--- src/rtl/core/ogpc_pkg.sv ---
// Shared types, constants and helper functions of the outlined glyph pixel classifier.
`default_nettype none
package ogpc_pkg;

  localparam int SCREEN_SIZE    = 64;
  localparam int MAX_BOX_WIDTH  = 16;
  localparam int MAX_BOX_HEIGHT = 24;
  localparam int GLYPH_COLS     = 4;
  localparam int GLYPH_ROWS     = 6;
  localparam int XY_W           = 6;

  localparam logic [1:0] KIND_NONE    = 2'd0;
  localparam logic [1:0] KIND_FILL    = 2'd1;
  localparam logic [1:0] KIND_OUTLINE = 2'd2;

  localparam logic [1:0] REG_CELL_SCALE = 2'd0;
  localparam logic [1:0] REG_FILL_COLOR = 2'd1;
  localparam logic [1:0] REG_EDGE_COLOR = 2'd2;

  typedef struct packed {
    logic [23:0]       glyph_rows;
    logic signed [7:0] origin_x;
    logic signed [7:0] origin_y;
    logic [3:0]        offset_x;
    logic [4:0]        offset_y;
  } in_item_t;

  typedef struct packed {
    logic [1:0]  pixel_kind;
    logic [5:0]  screen_x;
    logic [5:0]  screen_y;
    logic [15:0] pixel_color;
  } out_item_t;

  typedef struct packed {
    logic [2:0]  cell_scale;
    logic [15:0] fill_color;
    logic [15:0] edge_color;
  } cfg_t;

  // Stage 1 result: screen position, liveness and the glyph cell of each neighbor line.
  typedef struct packed {
    logic            live;
    logic [XY_W-1:0] sx;
    logic [XY_W-1:0] sy;
    logic [23:0]     glyph_rows;
    logic [2:0][1:0] col;
    logic [2:0]      col_ok;
    logic [2:0][2:0] row;
    logic [2:0]      row_ok;
  } s1_t;

  // Stage 2 result: the covering dot of the pixel and whether any of its eight neighbors is set.
  typedef struct packed {
    logic            live;
    logic [XY_W-1:0] sx;
    logic [XY_W-1:0] sy;
    logic            center;
    logic            near;
  } s2_t;

  // Glyph cell that covers a box pixel coordinate; scales above four are never drawn.
  function automatic logic [2:0] cell_index(input logic [4:0] v, input logic [2:0] scale);
    logic [4:0] q;
    logic [9:0] prod;
    // Multiplying by 11 and dropping five bits divides any 5-bit value by three exactly.
    prod = {5'd0, v} * 10'd11;
    case (scale)
      3'd1: q = v;
      3'd2: q = v >> 1;
      3'd3: q = prod[9:5];
      3'd4: q = v >> 2;
      default: q = '0;
    endcase
    return q[2:0];
  endfunction

  // One dot of the glyph; row 0 sits in the top nibble, column 0 in each nibble's MSB.
  function automatic logic glyph_dot(input logic [23:0] rows, input logic [2:0] r,
                                     input logic [1:0] c);
    logic [3:0] nib;
    case (r)
      3'd0: nib = rows[23:20];
      3'd1: nib = rows[19:16];
      3'd2: nib = rows[15:12];
      3'd3: nib = rows[11:8];
      3'd4: nib = rows[7:4];
      3'd5: nib = rows[3:0];
      default: nib = '0;
    endcase
    return nib[2'd3 - c];
  endfunction

endpackage
`default_nettype wire

--- src/rtl/core/outlined_glyph_pixel_classifier.sv ---
// Top level of the outlined glyph pixel classifier.
`default_nettype none
// Classifies one pixel of a 4x6 glyph magnified by cell_scale and given a one-pixel outline.
// Input channel: a transaction is taken at each rising edge with start high and busy low.
// busy is always low, so a new pixel can be issued every clock cycle.
// Result channel: out_valid marks a result on out_data for exactly one cycle; the
// receiver takes it at the edge that ends that cycle and has no way to hold it off.
// Three register stages (locate, dot fetch, classify) lie between a taken pixel and its
// result on out_data. Throughput: one pixel per clock, set by the fully pipelined
// datapath with no shared unit.
// Each accepted pixel gives exactly one result; pixel_kind is zero for a blank, out of
// box or clipped pixel, and then the coordinates and color are zero too.
// Configuration: APB-style, cell_scale at 0x0, fill_color at 0x4, edge_color at 0x8;
// write only while no pixel is in flight. pready is always high.
// Reset (synchronous, rst_n low) clears the pipeline valid bits and loads cell_scale 2
// and both colors 0.
module outlined_glyph_pixel_classifier (
  input  wire logic                clk,
  input  wire logic                rst_n,
  input  wire logic                start,
  output logic                     busy,
  input  wire ogpc_pkg::in_item_t  in_data,
  output logic                     out_valid,
  output ogpc_pkg::out_item_t      out_data,
  input  wire logic                psel,
  input  wire logic                penable,
  input  wire logic                pwrite,
  input  wire logic [3:0]          paddr,
  input  wire logic [31:0]         pwdata,
  output logic [31:0]              prdata,
  output logic                     pready
);

  ogpc_pkg::cfg_t  cfg;
  ogpc_pkg::s1_t   s1;
  ogpc_pkg::s2_t   s2;
  logic            s1_vld, s2_vld;
  logic            in_vld;

  assign busy   = 1'b0;
  assign in_vld = start && !busy;

  ogpc_cfg u_cfg (
    .clk     (clk),
    .rst_n   (rst_n),
    .psel    (psel),
    .penable (penable),
    .pwrite  (pwrite),
    .paddr   (paddr),
    .pwdata  (pwdata),
    .prdata  (prdata),
    .pready  (pready),
    .cfg     (cfg)
  );

  ogpc_locate u_locate (
    .clk     (clk),
    .rst_n   (rst_n),
    .in_vld  (in_vld),
    .in_item (in_data),
    .cfg     (cfg),
    .s1_vld  (s1_vld),
    .s1      (s1)
  );

  ogpc_dots u_dots (
    .clk    (clk),
    .rst_n  (rst_n),
    .s1_vld (s1_vld),
    .s1     (s1),
    .s2_vld (s2_vld),
    .s2     (s2)
  );

  ogpc_classify u_classify (
    .clk      (clk),
    .rst_n    (rst_n),
    .s2_vld   (s2_vld),
    .s2       (s2),
    .cfg      (cfg),
    .out_vld  (out_valid),
    .out_item (out_data)
  );

endmodule
`default_nettype wire

--- src/rtl/core/ogpc_cfg.sv ---
// APB-style configuration registers of the glyph classifier.
`default_nettype none
module ogpc_cfg (
  input  wire logic          clk,
  input  wire logic          rst_n,
  input  wire logic          psel,
  input  wire logic          penable,
  input  wire logic          pwrite,
  input  wire logic [3:0]    paddr,
  input  wire logic [31:0]   pwdata,
  output logic [31:0]        prdata,
  output logic               pready,
  output ogpc_pkg::cfg_t     cfg
);

  logic [2:0]  cell_scale_r, cell_scale_nxt;
  logic [15:0] fill_color_r, fill_color_nxt;
  logic [15:0] edge_color_r, edge_color_nxt;
  logic        wr_en;

  assign pready = 1'b1;
  assign wr_en  = psel && penable && pwrite;

  always_comb begin
    cell_scale_nxt = cell_scale_r;
    fill_color_nxt = fill_color_r;
    edge_color_nxt = edge_color_r;
    if (wr_en) begin
      case (paddr[3:2])
        ogpc_pkg::REG_CELL_SCALE: cell_scale_nxt = pwdata[2:0];
        ogpc_pkg::REG_FILL_COLOR: fill_color_nxt = pwdata[15:0];
        ogpc_pkg::REG_EDGE_COLOR: edge_color_nxt = pwdata[15:0];
        default: ;
      endcase
    end
  end

  always_ff @(posedge clk) begin
    if (!rst_n) begin
      cell_scale_r <= 3'd2;
      fill_color_r <= '0;
      edge_color_r <= '0;
    end else begin
      cell_scale_r <= cell_scale_nxt;
      fill_color_r <= fill_color_nxt;
      edge_color_r <= edge_color_nxt;
    end
  end

  always_comb begin
    case (paddr[3:2])
      ogpc_pkg::REG_CELL_SCALE: prdata = {29'd0, cell_scale_r};
      ogpc_pkg::REG_FILL_COLOR: prdata = {16'd0, fill_color_r};
      ogpc_pkg::REG_EDGE_COLOR: prdata = {16'd0, edge_color_r};
      default:                  prdata = '0;
    endcase
  end

  assign cfg = '{cell_scale: cell_scale_r, fill_color: fill_color_r,
                 edge_color: edge_color_r};

endmodule
`default_nettype wire

--- src/rtl/core/ogpc_locate.sv ---
// Pipeline stage 1: box and clip checks, screen position and neighbor cell indices.
`default_nettype none
module ogpc_locate (
  input  wire logic                clk,
  input  wire logic                rst_n,
  input  wire logic                in_vld,
  input  wire ogpc_pkg::in_item_t  in_item,
  input  wire ogpc_pkg::cfg_t      cfg,
  output logic                     s1_vld,
  output ogpc_pkg::s1_t            s1
);

  logic                s1_vld_r;
  ogpc_pkg::s1_t       s1_r, s1_nxt;
  logic [5:0]          box_w, box_h;
  logic                box_ok, in_box, clip_ok;
  logic signed [8:0]   sx, sy;
  logic [5:0]          nx, ny;
  logic [2:0]          col_q;

  always_comb begin
    box_w   = {1'b0, cfg.cell_scale, 2'b00};
    box_h   = 6'(cfg.cell_scale) * 6'd6;
    box_ok  = (cfg.cell_scale != 3'd0) && (int'(box_w) <= ogpc_pkg::MAX_BOX_WIDTH) &&
              (int'(box_h) <= ogpc_pkg::MAX_BOX_HEIGHT);
    in_box  = ({2'b00, in_item.offset_x} < box_w) && ({1'b0, in_item.offset_y} < box_h);
    sx      = 9'(in_item.origin_x) + $signed({5'd0, in_item.offset_x});
    sy      = 9'(in_item.origin_y) + $signed({4'd0, in_item.offset_y});
    clip_ok = (sx >= 0) && (sx < ogpc_pkg::SCREEN_SIZE) &&
              (sy >= 0) && (sy < ogpc_pkg::SCREEN_SIZE);

    s1_nxt.live       = box_ok && in_box && clip_ok;
    s1_nxt.sx         = sx[ogpc_pkg::XY_W-1:0];
    s1_nxt.sy         = sy[ogpc_pkg::XY_W-1:0];
    s1_nxt.glyph_rows = in_item.glyph_rows;

    // A neighbor one step before the box edge wraps to a large value and fails the bound.
    for (int i = 0; i < 3; i++) begin
      nx = {2'b00, in_item.offset_x} + 6'(i) - 6'd1;
      ny = {1'b0, in_item.offset_y} + 6'(i) - 6'd1;
      s1_nxt.col_ok[i] = nx < box_w;
      s1_nxt.row_ok[i] = ny < box_h;
      col_q            = ogpc_pkg::cell_index(nx[4:0], cfg.cell_scale);
      s1_nxt.col[i]    = col_q[1:0];
      s1_nxt.row[i]    = ogpc_pkg::cell_index(ny[4:0], cfg.cell_scale);
    end
  end

  always_ff @(posedge clk) begin
    if (!rst_n) begin
      s1_vld_r <= 1'b0;
    end else begin
      s1_vld_r <= in_vld;
    end
  end

  always_ff @(posedge clk) begin
    s1_r <= s1_nxt;
  end

  assign s1_vld = s1_vld_r;
  assign s1     = s1_r;

endmodule
`default_nettype wire

--- src/rtl/core/ogpc_dots.sv ---
// Pipeline stage 2: fetches the covering dot of the pixel and its eight neighbors.
`default_nettype none
module ogpc_dots (
  input  wire logic           clk,
  input  wire logic           rst_n,
  input  wire logic           s1_vld,
  input  wire ogpc_pkg::s1_t  s1,
  output logic                s2_vld,
  output ogpc_pkg::s2_t       s2
);

  logic                s2_vld_r;
  ogpc_pkg::s2_t       s2_r, s2_nxt;
  logic [2:0][2:0]     dot;

  always_comb begin
    for (int y = 0; y < 3; y++) begin
      for (int x = 0; x < 3; x++) begin
        dot[y][x] = s1.row_ok[y] && s1.col_ok[x] &&
                    ogpc_pkg::glyph_dot(s1.glyph_rows, s1.row[y], s1.col[x]);
      end
    end
    s2_nxt.live   = s1.live;
    s2_nxt.sx     = s1.sx;
    s2_nxt.sy     = s1.sy;
    s2_nxt.center = dot[1][1];
    s2_nxt.near   = dot[0][0] | dot[0][1] | dot[0][2] | dot[1][0] |
                    dot[1][2] | dot[2][0] | dot[2][1] | dot[2][2];
  end

  always_ff @(posedge clk) begin
    if (!rst_n) begin
      s2_vld_r <= 1'b0;
    end else begin
      s2_vld_r <= s1_vld;
    end
  end

  always_ff @(posedge clk) begin
    s2_r <= s2_nxt;
  end

  assign s2_vld = s2_vld_r;
  assign s2     = s2_r;

endmodule
`default_nettype wire

--- src/rtl/core/ogpc_classify.sv ---
// Pipeline stage 3: picks fill, outline or no write and registers the result.
`default_nettype none
module ogpc_classify (
  input  wire logic            clk,
  input  wire logic            rst_n,
  input  wire logic            s2_vld,
  input  wire ogpc_pkg::s2_t   s2,
  input  wire ogpc_pkg::cfg_t  cfg,
  output logic                 out_vld,
  output ogpc_pkg::out_item_t  out_item
);

  logic                  out_vld_r;
  ogpc_pkg::out_item_t   out_r, out_nxt;

  always_comb begin
    out_nxt = '0;
    if (s2.live && s2.center) begin
      out_nxt.pixel_kind  = ogpc_pkg::KIND_FILL;
      out_nxt.pixel_color = cfg.fill_color;
    end else if (s2.live && s2.near) begin
      out_nxt.pixel_kind  = ogpc_pkg::KIND_OUTLINE;
      out_nxt.pixel_color = cfg.edge_color;
    end
    // Coordinates are reported only for a pixel that is written.
    if (out_nxt.pixel_kind != ogpc_pkg::KIND_NONE) begin
      out_nxt.screen_x = s2.sx;
      out_nxt.screen_y = s2.sy;
    end
  end

  always_ff @(posedge clk) begin
    if (!rst_n) begin
      out_vld_r <= 1'b0;
    end else begin
      out_vld_r <= s2_vld;
    end
  end

  always_ff @(posedge clk) begin
    out_r <= out_nxt;
  end

  assign out_vld  = out_vld_r;
  assign out_item = out_r;

endmodule
`default_nettype wire

--- config.mk ---
export PLATFORM = sky130hd
export DESIGN_NAME = outlined_glyph_pixel_classifier
export DESIGN_NICKNAME = d
export VERILOG_FILES = /design/src/rtl/core/ogpc_pkg.sv /design/src/rtl/core/outlined_glyph_pixel_classifier.sv /design/src/rtl/core/ogpc_cfg.sv /design/src/rtl/core/ogpc_locate.sv /design/src/rtl/core/ogpc_dots.sv /design/src/rtl/core/ogpc_classify.sv
export SDC_FILE = /design/constraint.sdc
export NUM_CORES = 1
export LEC_CHECK = 0
export BUFFER_PORTS_ARGS = -buffer_cell sky130_fd_sc_hd__buf_2
export CAP_MARGIN = 20
export CORE_AREA = 2 2 122 124
export CTS_CLUSTER_DIAMETER = 30
export CTS_CLUSTER_SIZE = 40
export DETAILED_ROUTE_END_ITERATION = 10
export DIE_AREA = 0 0 124 126
export GPL_TIMING_DRIVEN = 0
export PLACE_DENSITY = 0.79
export SYNTH_ARGS = -nofsm -noshare
export SYNTH_HDL_FRONTEND = slang
export SYNTH_SLANG_ARGS = --single-unit
--- constraint.sdc ---
create_clock -name clk -period 4.35 [get_ports clk]
set_input_delay 0.435 -clock clk [delete_from_list [all_inputs] [get_ports clk]]
set_output_delay 0.435 -clock clk [all_outputs]
set_load 0.01 [all_outputs]
Yosys cells after proc, flatten, opt, wreduce, memory -nomap -nowiden
Cells that the tools add are included.

storage, ports and cells
  output and inout port bits = 65
  register bits = 141
  input bits = 91

operators by class
  reductions and logical operators = 39
  equality and inequality tests = 21
  $add $sub $neg = 15
  multipliers = 7
  $lt $le $gt $ge = 17
  bitwise operators = 7
  muxes and demuxes = 32

operator list
  kind                   count
  $pmux W4 S6            3
  $pmux W16 S3           1
  $pmux W3 S4            3
  $mux W16               2
  $logic_and A1 B1 Y1    30
  $eq A3 B2 Y1 const B   8
  $mul A5 B4 Y8 const B  3
  $pmux W2 S4            3
  $eq A3 B3 Y1 const B   7
  $mul A5 B4 Y7 const B  3
  $bmux W1 S2            9
  $ge A9 B1 Y1 const B   2
  $lt A6 B5 Y1           3
  $lt A6 B6 Y1           3
  $lt A9 B8 Y1 const B   2
  $sub A5 B1 Y6 const B  3
  $eq A3 B1 Y1 const B   4
  $sub A6 B1 Y6 const B  2
  $add A8 B5 Y9          1
  $add A8 B6 Y9          1
  $logic_not A3 Y1       3
  $lt A2 B3 Y1 const B   3
  $mux W1                9
  $or A1 B1 Y1           7
  other kinds (18)       23

Longest topological paths before layout
  depth after elaboration = 12
  mapped depth = 16
  depth with buffers taken out = 15

Hierarchy
A second synthesis with hierarchy kept.

second synthesis, totals
  cell total of the unflattened synthesis = 870
  area total of the unflattened synthesis = 8445.6 µm²

modules (own cells, without submodules)
  module                           cells an instance  instances  area an instance (µm²)
  ogpc_locate                      401                1          4159.0
  ogpc_cfg                         183                1          1739.2
  ogpc_dots                        179                1          1525.2
  ogpc_classify                    105                1          1011.0
  outlined_glyph_pixel_classifier  2                  1          11.3

Least setup slack after synthesis
Ideal clock, no wire load.

  kind = input to register
  start = input port in_data[2] (netlist bit)
  end = register u_locate.s1_r (netlist bit u_locate.s1[5])
  path buffers = 1
  setup slack = 1102 ps
  library setup time = 128 ps
  arrival = 3120 ps
  stages on the path = 16
  cells stage by stage = clkbuf_1 inv_1 ha_1 nand2_1 nand2_1 xnor2_1 ha_1 inv_1 fa_1 inv_1 ha_1 a21oi_1 o21bai_1 a21oi_1 xnor2_1 o21ai_0

RTL lines
  item                  RTL line                               text
  from (decl)           outlined_glyph_pixel_classifier.sv:22  input wire ogpc_pkg::in_item_t in_data,
  to (signal assigned)  ogpc_locate.sv:58                      s1_r <= s1_nxt;
  to (decl)             ogpc_locate.sv:14                      ogpc_pkg::s1_t s1_r, s1_nxt;

==> results.py <==
metrics = {
    "run_status": {
        "status": "completed",
    },
    "layout": {
        "antenna_cells": 0,
        "fillers": 1182,
        "areaGrowthSynthToFinish_pct": 18.99,
        "drive_gt1_share_pct": 20.08,
        "layout.nets": 1148,
    },
    "power": {
        "leakagePower_nw": 4.335,
        "p_total_mw": 3.604,
        "power_density_mw_per_mm2": 387.5,
        "peakVddDrop_v": 0.0002695,
    },
    "floorplan": {
        "fp.dieW_um": 124,
        "core_mm2": 0.01431,
        "fp-row-count": 44,
        "io_pins": 156,
        "fp.dieH_um": 126,
        "start_util_pct": 54.61,
        "die_area_mm2": 0.01562,
    },
    "setup_path": {
        "criticalPathCategory": "in -> reg",
        "cp.arrival_ns": 3.80,
        "start_kind": "input pin",
        "cp_data_required_time_ns": 4.63,
        "r2r_slack_ns": 1.79,
        "worstReg2RegEnd": "u_locate.s1[57]",
        "rr_worst_depth": 9,
        "reg2reg_from": "u_cfg.cell_scale_r[1]",
        "critPathMaxFanout": 8,
        "endpoint_kind": "flip-flop",
    },
    "drt": {
        "drt_iter0_drc": 513,
        "first_pass_iters": 5,
        "detailroute.via_count": 6267,
        "drc": 0,
        "routed_wl_um": 17610,
        "post_drt_wl_per_cell_um": 15.45,
        "routed_via_density": 5.497,
        "ant_nets": 0,
    },
    "synthesis": {
        "synth_edf_count": 0,
        "synthArstFlopShare_pct": 0,
        "synth-seq-cells": 141,
        "syn_area_per_cell_um2": 9.869,
        "syn_inst": 792,
        "synth_area_mm2": 0.007816,
        "yosysSeqAreaShare_pct": 36.11,
        "ys_types": 60,
        "synthFlopType": "dfxtp_1",
        "yosysWarnings": 0,
    },
    "timing": {
        "post-route-period-util_pct": 80.94,
        "fmax_ghz": 0.2840,
        "finClkSkew_ns": 0.01392,
        "slew_viol_final": 0,
        "finalSetupViolations": 0,
        "setup_tns_ns": 0,
        "rsz0062_at_grt": "no",
        "finalWorstSetupSlack_ns": 0.8293,
        "tightest_slew_ns": 0.9999,
        "fin_crit_ns": 3.521,
        "slew_headroom_pct": 33.19,
        "hold_violations": 0,
    },
    "global_route": {
        "grt_pass1_wl_um": 28710,
        "grt_usage_pct": 23.27,
        "antenna_found_initial": 0,
        "grt_pass1_vias": 6155,
        "overflow": 0,
        "grt_max_degree": 17,
    },
    "cts": {
        "cts_made_buffers": 17,
        "clock-sinks": 141,
        "postCtsHoldBufs": 0,
        "clkTransAtPathRegs_ns": 0.06,
        "ctsResizeCount": 0,
        "cts_max_level": 4,
        "cts_tree": "done",
        "clockBufferDepth": 2,
        "cts-root-buf": "clkbuf_16",
        "post-cts-setup-buffers": 0,
        "clk_latency_ns": 0.42,
    },
    "place": {
        "hpwl_um": 12880,
        "dpl_worst_slack_ns": 0.3947,
        "gp_congestion": 0.9012,
        "io_buffers": 117,
    },
    "hold_path": {
        "hold_depth": 1,
        "hold_class": "in -> reg",
        "hp-start": "in_data[44]",
        "whs_endpoint": "u_locate.s1[40]",
    },
    "flow_run": {
        "drv_cap": 0,
    },
}
==> power breakdown <==
group          switching (mW)  total, mW  internal, mW
sequential             0.0470       1.42          1.38
clock                   0.580       1.49         0.911
combinational           0.365      0.689         0.324
total                   0.993       3.60          2.61
==> synthesized netlist by cell type, drive strengths merged (4+ instances only) <==
library cell,count,area (um^2)
dfxtp,141,2823
ha,105,1314
nand2,91,341.6
inv,39,146.4
a21boi,35,262.8
xnor2,34,297.8
a22o,33,289.0
o21ai,31,158.9
clkbuf,30,112.6
a21oi,25,125.1
mux2i,24,240.2
buf,22,158.9
and2,19,120.1
nor2b,14,87.58
nor2,13,48.80
a222oi,12,120.1
xor2,11,96.34
nand2b,10,62.56
fa,8,160.2
mux4,8,183.9
a31o,7,61.31
a211oi,6,45.04
a21o,6,45.04
mux2,6,67.56
nand3,5,25.02
nand4,5,31.28
nor3,4,20.02
o21bai,4,30.03
==> layout by cell type, fill, tap and decap left out, types with 4 or more instances in the layout <==
cell type  netlist  layout
clkbuf_16        0      17
fa_1             8       8
nand3_1          5       5
buf_2            1     118
xnor2_1         34      34
nand2b_1        10      10
nor3_1           4       4
nor2_1          13      13
ha_1           105     105
o21ai_0         29      29
o21bai_1         4       4
nand4_1          5       5
mux4_2           7       7
a21boi_0        29      29
dfxtp_1        141     141
conb_1           2      18
a22o_1          33      33
mux2_2           6       6
nor2b_1         14      14
clkbuf_1        30      30
and2_1          18      18
buf_4           18      18
inv_1           39      39
a211oi_1         6       6
mux2i_1         24      24
a222oi_1        12      12
nand2_1         91      91
a21boi_1         6       6
a21oi_1         25      25
a21o_1           6       6
xor2_1          11      11
a31o_2           7       7
==> registers in the layout, summed over array words and instances, names as in the netlist <==
signal	count
u_locate.s1	58
u_cfg.cell_scale_r	3
u_classify.out_item	30
u_classify.out_vld	1
u_cfg.fill_color_r	16
u_locate.s1_vld	1
u_cfg.edge_color_r	16
u_dots.s2_vld	1
u_dots.s2	15
==> per-layer routing <==
layer	global-route usage (%)	wire length (um)	vias up
met4	8.460	312	0
met2	40.24	8762	203
li1	-	-	3095
met3	4.076	975	28
met1	28.80	7558	2941
met5	0	0	-
==> worst max path at each step <==
stage / start / slack [ns] / depth (start not counted) / end
5_1_grt: in_data[2] / 0.52 / 17 / u_locate.s1[5]
6_report: in_data[2] / 0.83 / 17 / u_locate.s1[5]
4_1_cts: in_data[2] / 0.84 / 17 / u_locate.s1[5]
3_3_place_gp: in_data[2] / 0.48 / 17 / u_locate.s1[5]
3_5_place_dp: in_data[2] / 0.39 / 17 / u_locate.s1[5]
2_1_floorplan: in_data[2] / 1.10 / 16 / u_locate.s1[5]
==> through the flow <==
step                cell area (um^2)  instances  utilization (%)  hold slack (ns)
CTS                             9300       1140            64.97          0.09344
floorplan                       7876        808                -           0.3096
global route                    9300       1140            64.97           0.1051
finish                          9300       1140            64.97           0.1213
detailed placement              8692       1109            60.73           0.3121
global placement                8692       1109            60.73           0.3114
==> critical path: stages <==
cell      delay [ns]
buf_2           0.16
clkbuf_1        0.32
inv_1           0.11
ha_1            0.19
nand2_1         0.06
nand2_1         0.07
xnor2_1         0.54
ha_1            0.34
inv_1           0.07
fa_1            0.42
inv_1           0.08
ha_1            0.22
a21oi_1         0.23
o21bai_1        0.13
a21oi_1         0.19
xnor2_1         0.13
o21ai_0         0.09
==> cell type report <==
type	instances	area, um^2	area share (%)
tap	184	230.2	2.475
timing repair buffer	117	585.6	6.296
clock buffer	17	425.4	4.574
buffer	52	271.5	2.919
multi-input combinational	576	4636	49.85
clock inverter	14	182.7	1.964
inverter	39	146.4	1.574
sequential	141	2823	30.35
==> cells by family (layout without fill, tap and decap cells) <==
logic type | count (synthesis) | after routing | share of synthesized area, %
buffers and inverters | 91 | 239 | 5.347
multiplexers | 38 | 38 | 6.291
adder cells (fa/ha/maj) | 113 | 113 | 18.86
flip-flops | 141 | 141 | 36.11
AND/OR/NAND/NOR | 175 | 175 | 10.71
XOR/XNOR | 45 | 45 | 5.042
other | 2 | 18 | 0.09608
AO/OA/AOI/OAI | 187 | 187 | 17.54
No activity file was read; power rests on OpenSTA's default activity.
